**config.mk**
```make
export PLATFORM = sky130hd
export DESIGN_NAME = touch_tap_double_tap_long_press
export DESIGN_NICKNAME = d
export VERILOG_FILES = /design/src/sv/ttdtlp_pkg.sv /design/src/sv/ttdtlp_classify.sv /design/src/sv/ttdtlp_fifo.sv /design/src/sv/touch_tap_double_tap_long_press.sv
export SDC_FILE = /design/constraint.sdc
export NUM_CORES = 1
export LEC_CHECK = 0
export BUFFER_PORTS_ARGS = -buffer_cell sky130_fd_sc_hd__buf_2
export CAP_MARGIN = 20
export CELL_PAD_IN_SITES_DETAIL_PLACEMENT = 0
export CELL_PAD_IN_SITES_GLOBAL_PLACEMENT = 1
export CORE_AREA = 2 2 270 272
export DETAILED_ROUTE_END_ITERATION = 10
export DIE_AREA = 0 0 272 274
export PLACE_DENSITY = 0.64
export SYNTH_ARGS = -nofsm -noshare
export SYNTH_HDL_FRONTEND = slang
export SYNTH_SLANG_ARGS = --single-unit
```
**constraint.sdc**
```tcl
create_clock -name clk_i -period 31.9 [get_ports clk_i]
set_input_delay 1.595 -clock clk_i [delete_from_list [all_inputs] [get_ports clk_i]]
set_output_delay 1.595 -clock clk_i [all_outputs]
set_load 0.005 [all_outputs]
```
**src/sv/ttdtlp_pkg.sv**
```systemverilog
`timescale 1ns / 1ps

package ttdtlp_pkg;

  // Register indexes on the configuration channel
  localparam logic [7:0] REG_DEBOUNCE   = 8'd0;
  localparam logic [7:0] REG_TAP_MAX    = 8'd1;
  localparam logic [7:0] REG_DOUBLE_GAP = 8'd2;
  localparam logic [7:0] REG_LONG_TOUCH = 8'd3;

  localparam logic [15:0] DEBOUNCE_RST   = 16'd25;
  localparam logic [15:0] TAP_MAX_RST    = 16'd500;
  localparam logic [15:0] DOUBLE_GAP_RST = 16'd350;
  localparam logic [15:0] LONG_TOUCH_RST = 16'd1500;

  typedef enum logic [1:0] {
    GEST_TAP    = 2'd0,
    GEST_DOUBLE = 2'd1,
    GEST_LONG   = 2'd2
  } gesture_e;

  typedef struct packed {
    logic [15:0] settle_ms;
    logic [15:0] tap_limit_ms;
    logic [15:0] double_gap_ms;
    logic [15:0] hold_limit_ms;
  } cfg_t;

  typedef struct packed {
    logic        stable_level;
    logic        candidate_level;
    logic [31:0] candidate_since;
    logic [31:0] press_time;
    logic        long_done;
    logic        tap_waiting;
    logic [31:0] release_time;
    logic        second_press;
  } tstate_t;

  typedef struct packed {
    gesture_e    gesture;
    logic [31:0] hold_ms;
    logic        last_of_poll;
  } result_t;

  // Results of one poll, in emission order
  typedef struct packed {
    logic [1:0] count;
    result_t    res1;
    result_t    res0;
  } poll_out_t;

endpackage

```
**src/sv/ttdtlp_classify.sv**
```systemverilog
`timescale 1ns / 1ps

module ttdtlp_classify import ttdtlp_pkg::*; (
  input  tstate_t     state_i,
  input  cfg_t        cfg_i,
  input  logic        touch_level_i,
  input  logic [31:0] now_ms_i,
  output tstate_t     state_o,
  output poll_out_t   poll_o
);

  always_comb begin
    tstate_t     ns;
    logic [1:0]  cnt;
    result_t     r0;
    result_t     r1;
    logic [31:0] since_dt;
    logic [31:0] rel_dt;
    logic [31:0] dur;
    logic [31:0] held;
    logic [31:0] gap_dt;

    ns       = state_i;
    cnt      = 2'd0;
    r0       = '{gesture: GEST_TAP, hold_ms: 32'd0, last_of_poll: 1'b0};
    r1       = '{gesture: GEST_TAP, hold_ms: 32'd0, last_of_poll: 1'b0};
    since_dt = now_ms_i - state_i.candidate_since;
    rel_dt   = now_ms_i - state_i.release_time;
    dur      = now_ms_i - state_i.press_time;

    // Debounce, then press or release handling
    if (touch_level_i != state_i.candidate_level) begin
      ns.candidate_level = touch_level_i;
      ns.candidate_since = now_ms_i;
    end else if (state_i.candidate_level != state_i.stable_level &&
                 since_dt >= {16'd0, cfg_i.settle_ms}) begin
      ns.stable_level = state_i.candidate_level;
      if (state_i.candidate_level) begin
        ns.press_time   = now_ms_i;
        ns.long_done    = 1'b0;
        ns.second_press = state_i.tap_waiting &&
                          (rel_dt <= {16'd0, cfg_i.double_gap_ms});
      end else if (!state_i.long_done && dur <= {16'd0, cfg_i.tap_limit_ms}) begin
        if (state_i.second_press) begin
          ns.tap_waiting  = 1'b0;
          ns.second_press = 1'b0;
          r0.gesture      = GEST_DOUBLE;
          cnt             = 2'd1;
        end else begin
          ns.tap_waiting  = 1'b1;
          ns.release_time = now_ms_i;
        end
      end else if (!state_i.long_done) begin
        if (state_i.second_press && state_i.tap_waiting) begin
          ns.tap_waiting = 1'b0;
          r0.gesture     = GEST_TAP;
          cnt            = 2'd1;
        end
        ns.second_press = 1'b0;
      end
    end

    // Long touch check, flushing a pending first tap ahead of it
    held = now_ms_i - ns.press_time;
    if (ns.stable_level && !ns.long_done && held >= {16'd0, cfg_i.hold_limit_ms}) begin
      ns.long_done = 1'b1;
      if (ns.second_press && ns.tap_waiting) begin
        ns.tap_waiting  = 1'b0;
        ns.second_press = 1'b0;
        if (cnt == 2'd0) begin
          r0.gesture = GEST_TAP;
        end else begin
          r1.gesture = GEST_TAP;
        end
        cnt = cnt + 2'd1;
      end
      if (cnt == 2'd0) begin
        r0.gesture = GEST_LONG;
        r0.hold_ms = held;
      end else begin
        r1.gesture = GEST_LONG;
        r1.hold_ms = held;
      end
      cnt = cnt + 2'd1;
    end

    // Pending tap whose gap window has run out
    gap_dt = now_ms_i - ns.release_time;
    if (ns.tap_waiting && !ns.stable_level && gap_dt > {16'd0, cfg_i.double_gap_ms}) begin
      ns.tap_waiting = 1'b0;
      if (cnt == 2'd0) begin
        r0.gesture = GEST_TAP;
      end else begin
        r1.gesture = GEST_TAP;
      end
      cnt = cnt + 2'd1;
    end

    r0.last_of_poll = (cnt == 2'd1);
    r1.last_of_poll = (cnt == 2'd2);

    state_o      = ns;
    poll_o.count = cnt;
    poll_o.res0  = r0;
    poll_o.res1  = r1;
  end

endmodule

```
**src/sv/ttdtlp_fifo.sv**
```systemverilog
`timescale 1ns / 1ps

module ttdtlp_fifo import ttdtlp_pkg::*; (
  input  logic      clk_i,
  input  logic      rst_ni,
  input  poll_out_t push_i,
  input  logic      pop_i,
  output logic      space2_o,
  output logic      valid_o,
  output result_t   head_o
);

  result_t    mem_q [4];
  logic [1:0] wr_ptr_q, wr_ptr_d;
  logic [1:0] rd_ptr_q, rd_ptr_d;
  logic [2:0] count_q, count_d;
  logic       do_pop;

  assign valid_o  = (count_q != 3'd0);
  assign head_o   = mem_q[rd_ptr_q];
  assign space2_o = (count_q <= 3'd2);
  assign do_pop   = pop_i && valid_o;

  always_comb begin
    wr_ptr_d = wr_ptr_q + push_i.count;
    rd_ptr_d = rd_ptr_q + {1'b0, do_pop};
    count_d  = count_q + {1'b0, push_i.count} - {2'd0, do_pop};
  end

  always_ff @(posedge clk_i or negedge rst_ni) begin
    if (!rst_ni) begin
      wr_ptr_q <= 2'd0;
      rd_ptr_q <= 2'd0;
      count_q  <= 3'd0;
    end else begin
      wr_ptr_q <= wr_ptr_d;
      rd_ptr_q <= rd_ptr_d;
      count_q  <= count_d;
    end
  end

  always_ff @(posedge clk_i) begin
    if (push_i.count != 2'd0) begin
      mem_q[wr_ptr_q] <= push_i.res0;
    end
    if (push_i.count == 2'd2) begin
      mem_q[wr_ptr_q + 2'd1] <= push_i.res1;
    end
  end

endmodule

```
**src/sv/touch_tap_double_tap_long_press.sv**
```systemverilog
`timescale 1ns / 1ps

// Touch gesture detector: debounce plus tap, double tap and long touch.
// Slave stream: one word per poll, tdata = {pad, now_ms, touch_level}.
// Master stream: one word per gesture; tuser carries the gesture code
// (tap, double tap, long touch), tdata the hold time of a long touch (else
// zero), tlast marks the final gesture of a poll. A poll emits 0 to 2 words.
// Configuration: cfg_valid_i/cfg_ready_o with a register index and 16-bit
// data (0 debounce, 1 tap max, 2 double gap, 3 long touch); other indexes
// are ignored. cfg_ready_o is always high.
// Latency: a gesture is visible on the master side the cycle after the poll
// is taken if the queue was empty. Throughput: one poll per cycle; the 4-entry
// result queue takes a poll whenever it has room for two words, so a stalled
// receiver holds s_axis_tready low once three or more words wait.
// Reset: thresholds return to their defaults, the queue empties, and the
// touch is taken as released with no tap pending.

module touch_tap_double_tap_long_press import ttdtlp_pkg::*; (
  input  logic        clk_i,
  input  logic        rst_ni,
  input  logic        s_axis_tvalid,
  output logic        s_axis_tready,
  input  logic [39:0] s_axis_tdata,   // [0] touch_level, [32:1] now_ms, rest zero
  output logic        m_axis_tvalid,
  input  logic        m_axis_tready,
  output logic [31:0] m_axis_tdata,   // [31:0] hold_ms
  output logic [1:0]  m_axis_tuser,   // [1:0] gesture
  output logic        m_axis_tlast,
  input  logic        cfg_valid_i,
  output logic        cfg_ready_o,
  input  logic [7:0]  cfg_index_i,
  input  logic [15:0] cfg_data_i
);

  cfg_t      cfg_q;
  tstate_t   state_q, state_d;
  poll_out_t poll;
  poll_out_t push;
  result_t   head;
  logic      in_fire;
  logic      space2;

  assign cfg_ready_o   = 1'b1;
  assign s_axis_tready = space2;
  assign in_fire       = s_axis_tvalid && space2;

  always_ff @(posedge clk_i or negedge rst_ni) begin
    if (!rst_ni) begin
      cfg_q.settle_ms     <= DEBOUNCE_RST;
      cfg_q.tap_limit_ms  <= TAP_MAX_RST;
      cfg_q.double_gap_ms <= DOUBLE_GAP_RST;
      cfg_q.hold_limit_ms <= LONG_TOUCH_RST;
    end else if (cfg_valid_i) begin
      case (cfg_index_i)
        REG_DEBOUNCE:   cfg_q.settle_ms     <= cfg_data_i;
        REG_TAP_MAX:    cfg_q.tap_limit_ms  <= cfg_data_i;
        REG_DOUBLE_GAP: cfg_q.double_gap_ms <= cfg_data_i;
        REG_LONG_TOUCH: cfg_q.hold_limit_ms <= cfg_data_i;
        default: ;
      endcase
    end
  end

  ttdtlp_classify u_classify (
    .state_i       (state_q),
    .cfg_i         (cfg_q),
    .touch_level_i (s_axis_tdata[0]),
    .now_ms_i      (s_axis_tdata[32:1]),
    .state_o       (state_d),
    .poll_o        (poll)
  );

  always_ff @(posedge clk_i or negedge rst_ni) begin
    if (!rst_ni) begin
      state_q <= '0;
    end else if (in_fire) begin
      state_q <= state_d;
    end
  end

  // Drop the poll's results unless the poll word is actually taken
  always_comb begin
    push = poll;
    if (!in_fire) begin
      push.count = 2'd0;
    end
  end

  ttdtlp_fifo u_fifo (
    .clk_i    (clk_i),
    .rst_ni   (rst_ni),
    .push_i   (push),
    .pop_i    (m_axis_tready),
    .space2_o (space2),
    .valid_o  (m_axis_tvalid),
    .head_o   (head)
  );

  assign m_axis_tdata = head.hold_ms;
  assign m_axis_tuser = head.gesture;
  assign m_axis_tlast = head.last_of_poll;

endmodule

```
# == Yosys cells after proc, flatten, opt, wreduce, memory -nomap -nowiden ==
# Memories as Yosys holds them, arrays and structs flattened.
# Index checks and enable logic that the tools add are counted.
# totals
regBits,172
ram_bits,140
input_bits,69
out_inout_bits,38
wordCells,118
n_memories,1
# classes
n_addsub,13
n_lt_le_gt_ge,6
n_eq_ne,8
muxes,50
reduce_logical,25
# memory_table
name,words,word_bits,rd,rd_ports_with_merged_regs,write_ports,line_no,text
u_fifo.mem_q,4,35,1,0,2,ttdtlp_fifo.sv:13,result_t mem_q [4];
# op_table
operator,count
subtractor 32 bit,5
2-to-1 mux 34 bit,4
2-to-1 mux 67 bit,2
2-to-1 mux 33 bit,2
greater-or-equal comparator 32 x 16 -> 1 bit,2
<= comparator 32 x 16 -> 1 bit,2
2-to-1 mux 32 bit,2
2-to-1 mux 2 bit,20
> comparator 32 x 16 -> 1 bit,1
2-to-1 mux 1 bit,20
equality test 8 x 2 -> 1 bit (second input constant),2
logical AND 1 bit,11
AND reduction 2 bit,5
adder 2 x 1 -> 2 bit (second input constant),4
equality test 8 x 1 -> 1 bit (second input constant),1
logical NOT 8 bit,1
logical NOT 2 bit,3
equality test 2 bit (second input constant),2
adder 3 x 2 -> 3 bit,1
<= comparator 3 x 2 -> 1 bit (second input constant),1
logical NOT 1 bit,3
nonzero test 3 bit,1
subtractor 3 x 1 -> 3 bit,1
adder 2 x 1 -> 2 bit,1
4 further kinds,5

# == Logic depth before layout (Yosys ltp) ==
# Gate-level depths: netlist of the first run.
# logic_depth
depth_word,19
depth_mapped,59

# == Cells and area by module ==
# Synthesis of the first run repeated with hierarchy kept, for this count alone.
# unflattened
hier_cells,2795
hier_area_um2,26754.4
# modules_own_cells
module,n_inst,cells_each,area_per_inst_um2,seq_area_each_um2
ttdtlp_classify,1,2061,13355.3,0.0
ttdtlp_fifo,1,377,7170.6,4379.2
touch_tap_double_tap_long_press,1,357,6228.5,4156.5

# == Worst setup path after synthesis of the first run ==
# Ideal clock, no wire load.
# synth_path
path_type,in2reg
start,input port s_axis_tdata[5]
end,"memory u_fifo.mem_q[0][0] in the netlist's numbering, enable pin"
setup_time_ps,404
arrival_time_ps,11317
required_time_ps,31496
setup_slack_ps,20180
cell_stages,50
cell_sequence,ha_1 -> or3_1 -> nor3_1 -> o31a_1 -> o21bai_1 -> a21oi_1 -> nor2b_1 -> o41a_1 -> xor2_1 -> ha_1 -> nand2_1 -> or3_1 -> or4_1 -> a21oi_1 -> nor4b_2 -> nand4_1 -> nor4_2 -> and3_1 -> (+14 left out) -> a21oi_1 -> xnor2_1 -> ha_1 -> nand4_1 -> nor2_1 -> a2111oi_0 -> nor2_1 -> a311oi_1 -> o2111ai_1 -> a311oi_1 -> o2111ai_1 -> nor3_1 -> o311a_1 -> or3_1 -> nand2_1 -> or2_1 -> buf_6 -> a21o_1
# synth_lines
item,line_no,text
start: declaration,touch_tap_double_tap_long_press.sv:23,"input logic [39:0] s_axis_tdata,"
end: declaration,ttdtlp_fifo.sv:13,

# == Final worst setup path of the first run ==
# layout_path
start,input port s_axis_tdata[2]
end,register u_fifo.count_q[2]
# layout_via
elab_chain_cells,17
elab_cells_between_ends,47
cone_classes,add/sub: 10; order compare: 5; mux: 22; reduce/logical: 10
# layout_rtl
item,line_no,text
"parallel branches: the longest is 13 deep, another holds subtractor 32 bit",-,
2-to-1 mux 2 bit *,ttdtlp_classify.sv:89,"if (ns.tap_waiting && !ns.stable_level && gap_dt > {16'd0, cfg_i.double_gap_ms}) begin"
2-to-1 mux 2 bit *,touch_tap_double_tap_long_press.sv:84,if (!in_fire) begin
adder 3 x 2 -> 3 bit *,ttdtlp_fifo.sv:27,"count_d = count_q + {1'b0, push_i.count} - {2'd0, do_pop};"
subtractor 3 x 1 -> 3 bit *,ttdtlp_fifo.sv:27,
named net u_fifo.count_d[2],ttdtlp_fifo.sv:16,"logic [2:0] count_q, count_d;"
end signal: assignment,ttdtlp_fifo.sv:38,count_q <= count_d;
end: declaration,ttdtlp_fifo.sv:16,
# Mark *: on every way through the listed nets, which the timed path passes. The select of a mux whose other input is x is not followed.
# A chain may end at the register's enable or synchronous reset.

==> results of run 1 <==
==> state kept, by name, summed over array words and instances (netlist names) <==
register and count:
cfg_q 64, state_q 101, u_fifo.count_q 3, u_fifo.mem_q 140, u_fifo.rd_ptr_q 2, u_fifo.wr_ptr_q 2
==> final timing paths <==
| path | to | slack [ns] |
|---|---|---|
| max | u_fifo.count_q[2]$_DFF_PN0_ | 17.78 |
| max in group asynchronous | cfg_q[11]$_DFFE_PN0P_ | 28.93 |
| min reg2reg | u_fifo.count_q[2]$_DFF_PN0_ | 0.49 |
| min | u_fifo.count_q[2]$_DFF_PN0_ | 0.49 |
| max reg2reg | u_fifo.count_q[2]$_DFF_PN0_ | 18.68 |
| min in group asynchronous | state_q[27]$_DFFE_PN0P_ | 0.98 |
==> stage by stage <==
stage	hold slack [ns]	setup WS (ns)	total power, mW	util
6_report	0.489	17.78	2.33	0.384
5_1_grt	0.508	16.72	2.53	0.384
4_1_cts	0.494	17.62	2.36	0.384
3_5_place_dp	0.476	17.08	1.86	0.365
3_3_place_gp	0.471	17.16	1.85	0.364
2_1_floorplan	0.450	20.18	1.53	-
==> critical path, delay by kind of cell <==
kind / cells / cell delay, ns
XOR/XNOR: 4 / 0.61
adder cells (fa/ha/maj): 6 / 1.93
AO/OA/AOI/OAI: 20 / 4.39
buffers and inverters: 2 / 0.82
AND/OR/NAND/NOR: 22 / 5.15
==> cells by family (layout without fill, tap and decap cells) <==
logic type / count (synthesis) / after routing / share of synthesized area
other: 1 / 2 / 0.000151
AOI/OAI and AO/OA: 677 / 677 / 0.181
xor gates and xnor gates: 105 / 105 / 0.0385
buffers and inverters: 309 / 402 / 0.0508
muxes: 167 / 167 / 0.0910
adders and majority gates: 250 / 250 / 0.128
and+or+nand+nor: 823 / 823 / 0.168
DFF: 312 / 312 / 0.343
==> routing by layer <==
layer / global-route usage / vias up / share of wire
met1: 0.243 / 9446 / 0.47
li1: - / 9738 / -
met2: 0.314 / 363 / 0.47
met3: 0.0187 / 86 / 0.032
met5: 0 / - / 0
met4: 0.0519 / 0 / 0.025
==> report_power, final <==
part           internal (mW)  switching, mW  total [mW]  leakage (nW)
sequential             0.486         0.0299       0.515          3.38
clock                  0.290          0.187       0.478         0.659
combinational          0.540          0.795        1.33          7.28
==> cell usage after synthesis, types with 45 or more instances <==
cell type / count
mux2_2: 117
nand2_1: 178
inv_1: 209
nor2_1: 262
a21oi_1: 189
ha_1: 241
nor3_1: 60
a21o_1: 83
dfrtp_1: 150
o21ai_0: 153
xnor2_1: 64
edfxtp_1: 136
nor2b_1: 56
clkbuf_1: 57
nand2b_1: 45
==> final cells by class <==
type	count	share of cell area
multi-input cells	2023	0.546
flip-flops and latches	312	0.308
well taps	959	0.0434
clock buffers	55	0.0408
inverters	209	0.0284
repair buffers	119	0.0242
clock inverters	19	0.00924
diodes	1	0.0000906
==> cells in the final DEF (no fill, tap or decap), drive strengths merged, types with 15 or more instances in the layout <==
cell type	synthesis	routed
nand2	178	178
mux2	117	117
nor3b	15	15
clkbuf	57	56
xor2	40	40
edfxtp	136	136
nor4	25	25
xnor2	65	65
dfstp	22	22
and2	22	22
and3	20	20
nor3	82	82
o21ai	171	171
mux4	35	35
nand4	32	32
nand2b	45	45
inv	209	213
nor2	262	262
ha	241	241
a21o	83	83
mux2i	15	15
nand3	39	39
a211oi	20	20
o211ai	23	23
o21a	36	36
dfrtp	150	150
a21oi	194	194
buf	43	118
nor2b	56	56
==> results.ini, run 1 <==
[floorplan]
die_height_um=274
placementRows=99
io_pins=107
core_um2=72000
die_w_um=272
die-area_um2=74500
start_util=0.344

[power]
ir_worst_vdd_mv=0.0420
powerDensity_nw_per_um2=84.2
leakage_nw=11.3

[drt]
firstDrtPassIters=5
viasPerCell=5.31
ant_nets=0
drtIter0Drc=1127
drt-total-wl_mm=68.1
drc=0
vias=19600
drt-wirelength-per-cell_um=18.4

[place]
numPortBuffers=98
hpwl_mm=52.3
gp_congestion=0.890
dp_cells=3622
dpl_cell_area_um2=26200

[clock_network]
cts_made_buffers=41
postCtsSetupBuffers=0
h-tree-depth=2
cts_root_buf=clkbuf_16
clockBufferDepth=3
cts_resized=0
clk_latency_ns=0.57
clock-sinks=312
cts_tree=done
cts.clk_slew.worst_paths_ns=0.06
cts-hold-fix-buffers=0

[logic_synthesis]
synth_area_leaders=edfxtp_1 (16%), dfrtp_1 (15%), ha_1 (12%)
synth_nets=2960
yosysWarningCount=0
synth_top_area_cell=edfxtp_1
syn_area_per_cell_um2=9.37
synthDistinctLibCells=109
synth_top_area_share=0.165
netlist_instances=2644
synth_top_flop_cell=dfrtp_1
yosysSeqAreaShare=0.343
synth_seq_cells=312
synth_edf_count=136
syn_area_um2=24800
async_reset_ff_frac=0.551

[global_route]
antenna_found_initial=1
globalRouteTotalUtil=0.183
grt_pass1_wl_mm=108
grt_pass1_vias=19800
grt_max_degree=73
overflow=0

[final_layout]
n_fill_cell=7271
layoutNonFillerInstCount=3697
multiInputGateArea_um2=15100
regArea_um2=8500
syn_to_final_growth_pct=11.5
drive_gt1_frac=0.163
fin_area_um2=27600
nets=3022

[setup_path]
worstSetupStartpoint=s_axis_tdata[2]
crit_type=in2reg
rr_startpoint=state_q[36]$_DFFE_PN0P_
cp.required_ns=32.35
r2r_cells=54
cp_slowest_cell=or4_1
cp_slowest_stage_delay_ns=0.66
arrival_ns=14.57
path_max_fanout=53
end_kind=flop
worst_setup_path_start_kind=primary input

[timing]
period_minus_slack_ns=14.12
setup_tns_ns=0
fmax_ghz=0.0708
setup-violations-final=0
skew_ns=0.0137
period_share=0.443
hold_viol_final=0
worstMarginPinSlew_ns=1.05
relSlewSlack=0.297
rsz0062_at_grt=false
finalMaxSlewViolations=0

[flow_run]
maxCapViolCount=0

[min_path]
hp-class=reg2reg
holdPathStages=1
worstHoldStart=u_fifo.count_q[2]$_DFF_PN0_

[run_status]
status=completed

Note: power is estimated with default switching activity, not from simulation.
==> run 2, diff against run 1 <==
--- a/config.mk
+++ b/config.mk
@@ -12,7 +12,7 @@
 export CORE_AREA = 2 2 270 272
 export DETAILED_ROUTE_END_ITERATION = 10
 export DIE_AREA = 0 0 272 274
-export PLACE_DENSITY = 0.64
+export PLACE_DENSITY = 0.67
 export SYNTH_ARGS = -nofsm -noshare
 export SYNTH_HDL_FRONTEND = slang
 export SYNTH_SLANG_ARGS = --single-unit
==> constraint.sdc (replaced) <==
create_clock -name clk_i -period 12.6 [get_ports clk_i]
set_input_delay 0.63 -clock clk_i [delete_from_list [all_inputs] [get_ports clk_i]]
set_output_delay 0.63 -clock clk_i [all_outputs]
set_load 0.005 [all_outputs]
==> run 2 against run 1 <==
Net effect:
- routed wire length is 3.3% higher
- non-clock buffer count is 47 higher
- clock-buffer cell count is 4 lower
- largest power group unchanged
- clock skew is 0.017 ns higher
- utilization is 0.55 points higher
- cell area is 1.4% higher
- total power grew to 2.5 times the previous value
- largest cell class unchanged
==> results.ini, run 2 (synthesized netlist as in run 1, its figures left out) <==
[global_route]
grt_pass1_wl_mm=111
globalRouteTotalUtil=0.188
grt_max_degree=69
overflow=0
grt_pass1_vias=20100
antenna_found_initial=0

[drt]
vias=20100
ant_nets=0
firstDrtPassIters=7
drt-wirelength-per-cell_um=18.8
viasPerCell=5.36
drc=0
drtIter0Drc=1215
drt-total-wl_mm=70.3

[clock_network]
cts.clk_slew.worst_paths_ns=0.06
clock-sinks=312
cts_made_buffers=41
cts_tree=done
postCtsSetupBuffers=0
cts_root_buf=clkbuf_16
h-tree-depth=2
clk_latency_ns=0.58
clockBufferDepth=3

[final_layout]
largest_reg_flops=140
layout_common_cells=nor2_1 (261), ha_1 (241), inv_1 (209)
fin_util=0.389
n_fill_cell=7139
antenna_cells=0
top_register=u_fifo.mem_q
nets=3069
syn_to_final_growth_pct=13.1
fin_area_um2=28000
drive_gt1_frac=0.177
reg_top3=u_fifo.mem_q x140, state_q x101, cfg_q x64
final_common_cell=nor2_1

[power]
p_int_mw=3.30
powerDensity_nw_per_um2=211
seq_power_share=0.221
p_sw_mw=2.61
pwr-share-comb=0.584
clockPowerShare=0.194
leakage_nw=11.5
swShare=0.441
ir_worst_vdd_mv=0.114

[timing]
worstMarginPinSlew_ns=1.08
period_minus_slack_ns=11.84
skew_ns=0.0307
rsz0062_at_grt=false
finalMaxSlewViolations=0
relSlewSlack=0.271
period_share=0.939
hold_viol_final=0
setup_tns_ns=0
setup-violations-final=0
fmax_ghz=0.0845

[floorplan]
die_height_um=274
start_util=0.344
io_pins=107
die_w_um=272
core_um2=72000
die-area_um2=74500
placementRows=99

[setup_path]
r2r_cells=56
arrival_ns=12.30
end_kind=flop
worst_setup_path_start_kind=flop
regToRegSetupSlack_ns=0.76
crit_type=reg2reg
cp.required_ns=13.06
path_max_fanout=3
cp_slowest_stage_delay_ns=0.61
cp_slowest_cell=or4_1

[flow_run]
maxCapViolCount=0

[min_path]
holdPathStages=3
hp-class=in2reg

[run_status]
status=completed

[place]
gp_congestion=0.917
numPortBuffers=98
dpl_cell_area_um2=26700
hpwl_mm=54.3

[run 2: changes by cell type in the layout (fill, tap and decap cells not counted), sizes merged, moves of 2 or more]
cell	before	now
clkinv	5	9
buf	118	165
clkinvlp	5	7
clkbuf	56	51
inv	213	215
bufinv	5	2
[run 2: worst paths after layout]
| check | from | end |
|---|---|---|
| setup / recovery | state_q[36]$_DFFE_PN0P_ | u_fifo.count_q[2]$_DFF_PN0_ |
| hold / removal | s_axis_tdata[0] | state_q[99]$_DFFE_PN0P_ |
| min in group asynchronous | rst_ni | state_q[25]$_DFFE_PN0P_ |
| max in group asynchronous | rst_ni | u_fifo.rd_ptr_q[0]$_DFF_PN0_ |
| hold reg to reg | state_q[67]$_DFFE_PN0P_ | state_q[67]$_DFFE_PN0P_ |
| setup reg to reg | state_q[36]$_DFFE_PN0P_ | u_fifo.count_q[2]$_DFF_PN0_ |
[run 2: critical path, delay by kind of cell, from the launching register on]
kind,cells,cell delay [ns]
xor gates and xnor gates,4,0.59
buffers and inverters,4,0.53
muxes,1,0.18
AOI/OAI and AO/OA,20,4.10
and+or+nand+nor,20,3.78
adders and majority gates,7,2.13
DFF,1,0.39
[run 2: final cells by class]
type / count / area, um^2 / area share
tap: 959 / 1200 / 0.0428
inverter: 209 / 785 / 0.0280
sequential: 312 / 8500 / 0.303
timing repair buffer: 166 / 1120 / 0.0400
clock buffer: 51 / 1080 / 0.0387
clock inverter: 24 / 226 / 0.00808
multi-input combinational: 2023 / 15100 / 0.539
[run 2: layer usage]
layer  vias up  wire length (um)  track usage
li1       9850                 -            -
met1      9707             33200        0.253
met2       405             32800        0.320
met3        93              2510       0.0201
met4         0              1830       0.0541
met5         -                 0            0
[run 2: repair_timing]
action                     CTS  global route
hold buffers                 1             0
setup endpoints to repair    0           270
resized for setup            0             3
hold endpoints to repair     8             0
[run 2: stage by stage]
step	power, mW	setup WS, ns	hold WS [ns]	cells
final	5.91	0.764	0.338	3744
after global routing	6.43	0.00668	0.340	3744
after CTS	5.97	0.579	0.312	3743
after detailed placement	4.79	0.277	0.476	3667
after global placement	4.72	0.203	0.470	3667
after floorplan	3.86	1.84	0.334	2644
[run 2: power by group through the flow]
stage	logic [mW]	clock network, mW	registers (mW)
floorplan	2.56	0	1.30
global placement	3.40	0	1.32
detailed placement	3.46	0	1.33
CTS	3.47	1.19	1.31
global route	3.88	1.22	1.33
finish	3.46	1.15	1.31
==> run 3, diff against run 2 <==
--- a/config.mk
+++ b/config.mk
@@ -5,6 +5,7 @@
 export SDC_FILE = /design/constraint.sdc
 export NUM_CORES = 1
 export LEC_CHECK = 0
+export ABC_CLOCK_PERIOD_IN_PS = 11550
 export BUFFER_PORTS_ARGS = -buffer_cell sky130_fd_sc_hd__buf_2
 export CAP_MARGIN = 20
 export CELL_PAD_IN_SITES_DETAIL_PLACEMENT = 0
@@ -12,7 +13,7 @@
 export CORE_AREA = 2 2 270 272
 export DETAILED_ROUTE_END_ITERATION = 10
 export DIE_AREA = 0 0 272 274
-export PLACE_DENSITY = 0.67
+export PLACE_DENSITY = 0.64
 export SYNTH_ARGS = -nofsm -noshare
 export SYNTH_HDL_FRONTEND = slang
 export SYNTH_SLANG_ARGS = --single-unit
==> constraint.sdc (replaced) <==
create_clock -name clk_i -period 11.55 [get_ports clk_i]
set_input_delay 0.5775 -clock clk_i [delete_from_list [all_inputs] [get_ports clk_i]]
set_output_delay 0.5775 -clock clk_i [all_outputs]
set_load 0.005 [all_outputs]
==> run 3 against run 2 <==
Net effect:
- cell count is 4.1% higher
- clock power increased by 8%
- critical endpoint is now u_fifo.mem_q[3][14]$_DFFE_PP_
- first-iteration DRC count down 7.7%
- flip-flop and latch count did not move
- critical path depth did not move
- via count grew 4.4%
- sequential share of layout area is 1.7 points lower
- critical path type unchanged
- largest cell class unchanged
==> results.ini, run 3 (synthesized netlist as in run 1, its figures left out) <==
[run_status]
status=completed

[timing]
setup-violations-final=0
rsz0062_at_grt=true
fmax_ghz=0.0887
period_minus_slack_ns=11.28
worstMarginPinSlew_ns=1.10
skew_ns=0.0310
period_share=0.976
holdWs_ns=0.281
finalMaxSlewViolations=0
setup_tns_ns=0
relSlewSlack=0.259
hold_viol_final=0

[setup_path]
worst_path_most_repeated_cell=a21oi_2
end_kind=flop
arrival_ns=11.59
crit_type=reg2reg
cp.required_ns=11.86
cp_slowest_cell=or4_4
cp_slowest_stage_delay_ns=0.53
worst_setup_path_start_kind=flop
crit_family=compound AO/OA/AOI/OAI gates
path_max_fanout=8
path_buf_inv=8

[clock_network]
clock-sinks=312
cts_made_buffers=41
cts.clk_slew.worst_paths_ns=0.06
cts_root_buf=clkbuf_16
clk_latency_ns=0.59
cts_tree=done
h-tree-depth=2
clockBufferDepth=3

[power]
swShare=0.436
clockPowerShare=0.182
p_sw_mw=2.97
p_int_mw=3.84
ir_worst_vdd_mv=0.126
seq_power_share=0.209
powerDensity_nw_per_um2=229
leakage_nw=12.5
pwr-share-comb=0.608

[drt]
drt-total-wl_mm=76.5
viasPerCell=5.37
firstDrtPassIters=6
ant_nets=0
drt-wirelength-per-cell_um=19.6
drc=0
drtIter0Drc=1121
vias=20900

[final_layout]
layout_common_cells=nor2_1 (260), ha_1 (236), inv_1 (206)
syn_to_final_growth_pct=19.9
fin_area_um2=29700
antenna_cells=0
nets=3226
layoutNonFillerInstCount=3899
drive_gt1_frac=0.234
largest_reg_flops=140
final_common_cell=nor2_1
top_register=u_fifo.mem_q
reg_top3=u_fifo.mem_q x140, state_q x101, cfg_q x64

[floorplan]
io_pins=107
die_w_um=272
placementRows=99
start_util=0.344
core_um2=72000
die-area_um2=74500
die_height_um=274

[place]
numPortBuffers=98
dpl_cell_area_um2=27500
hpwl_mm=57.8
gp_congestion=0.906
dp_cells=3772

[global_route]
antenna_found_initial=1
grt_pass1_wl_mm=117
grt_pass1_vias=20700
overflow=0
grt_max_degree=66
globalRouteTotalUtil=0.199

[flow_run]
maxCapViolCount=0

[min_path]
hp-class=in2reg

-- run 3: worst reg2reg max path: cells and delay by family (launching register included) --
family	cells	cell delay [ns]
AO/OA/AOI/OAI	20	4.11
AND/OR/NAND/NOR	19	3.46
adder cells (fa/ha/maj)	5	1.33
buffers and inverters	8	1.10
flip-flops	1	0.40
multiplexers	2	0.39
XOR/XNOR	2	0.24
-- run 3: cell type report --
class	count	area (um^2)
clock buffers	58	1130
well taps	959	1200
repair buffers	323	2600
multi-input cells	2023	15400
inverters	209	787
clock inverters	15	154
fillers	7036	42200
flip-flops and latches	312	8500
-- run 3: power groups by stage --
stage	sequential (mW)	combinational, mW	clock (mW)
final	1.43	4.15	1.24
after global routing	1.45	4.60	1.32
after CTS	1.43	4.04	1.27
after detailed placement	1.45	4.02	0
after global placement	1.44	3.97	0
after floorplan	1.42	2.80	0
-- run 3: per-layer routing --
metal,global-route usage,share of wire,up-vias
met5,0,0,-
met4,0.0479,0.027,0
met3,0.0207,0.039,108
met2,0.340,0.47,440
met1,0.271,0.46,10200
li1,-,-,10200
-- run 3: metrics by stage --
step / util / power (mW) / worst slack, ns
after floorplan: - / 4.22 / 0.847
after global placement: 0.382 / 5.41 / -0.451
after detailed placement: 0.382 / 5.47 / -0.632
after CTS: 0.402 / 6.74 / 0.0486
after global routing: 0.413 / 7.37 / -0.312
final: 0.413 / 6.81 / 0.272
-- run 3: repair_timing --
item | CTS | global route
endpoints found under the hold margin | 44 | 0
endpoints found under the setup margin | 273 | 282
gates cloned | 0 | 21
gates resized for setup | 5 | 62
pin swaps | 3 | 48
hold buffers | 1 | 0
buffers inserted | 16 | 16
-- run 3: worst paths after layout --
kind                                        startpoint                            end  slack, ns  depth (start not counted)
max                            state_q[36]$_DFFE_PN0P_  u_fifo.mem_q[3][14]$_DFFE_PP_       0.27                         56
min                                    s_axis_tdata[0]        state_q[99]$_DFFE_PN0P_       0.28                          3
max reg2reg                    state_q[36]$_DFFE_PN0P_  u_fifo.mem_q[3][14]$_DFFE_PP_       0.27                         56
min reg2reg                u_fifo.count_q[2]$_DFF_PN0_    u_fifo.count_q[2]$_DFF_PN0_       0.49                          1
max in group asynchronous                       rst_ni          cfg_q[46]$_DFFE_PN0P_       8.98                          4
min in group asynchronous                       rst_ni        state_q[30]$_DFFE_PN0P_       0.53                          2
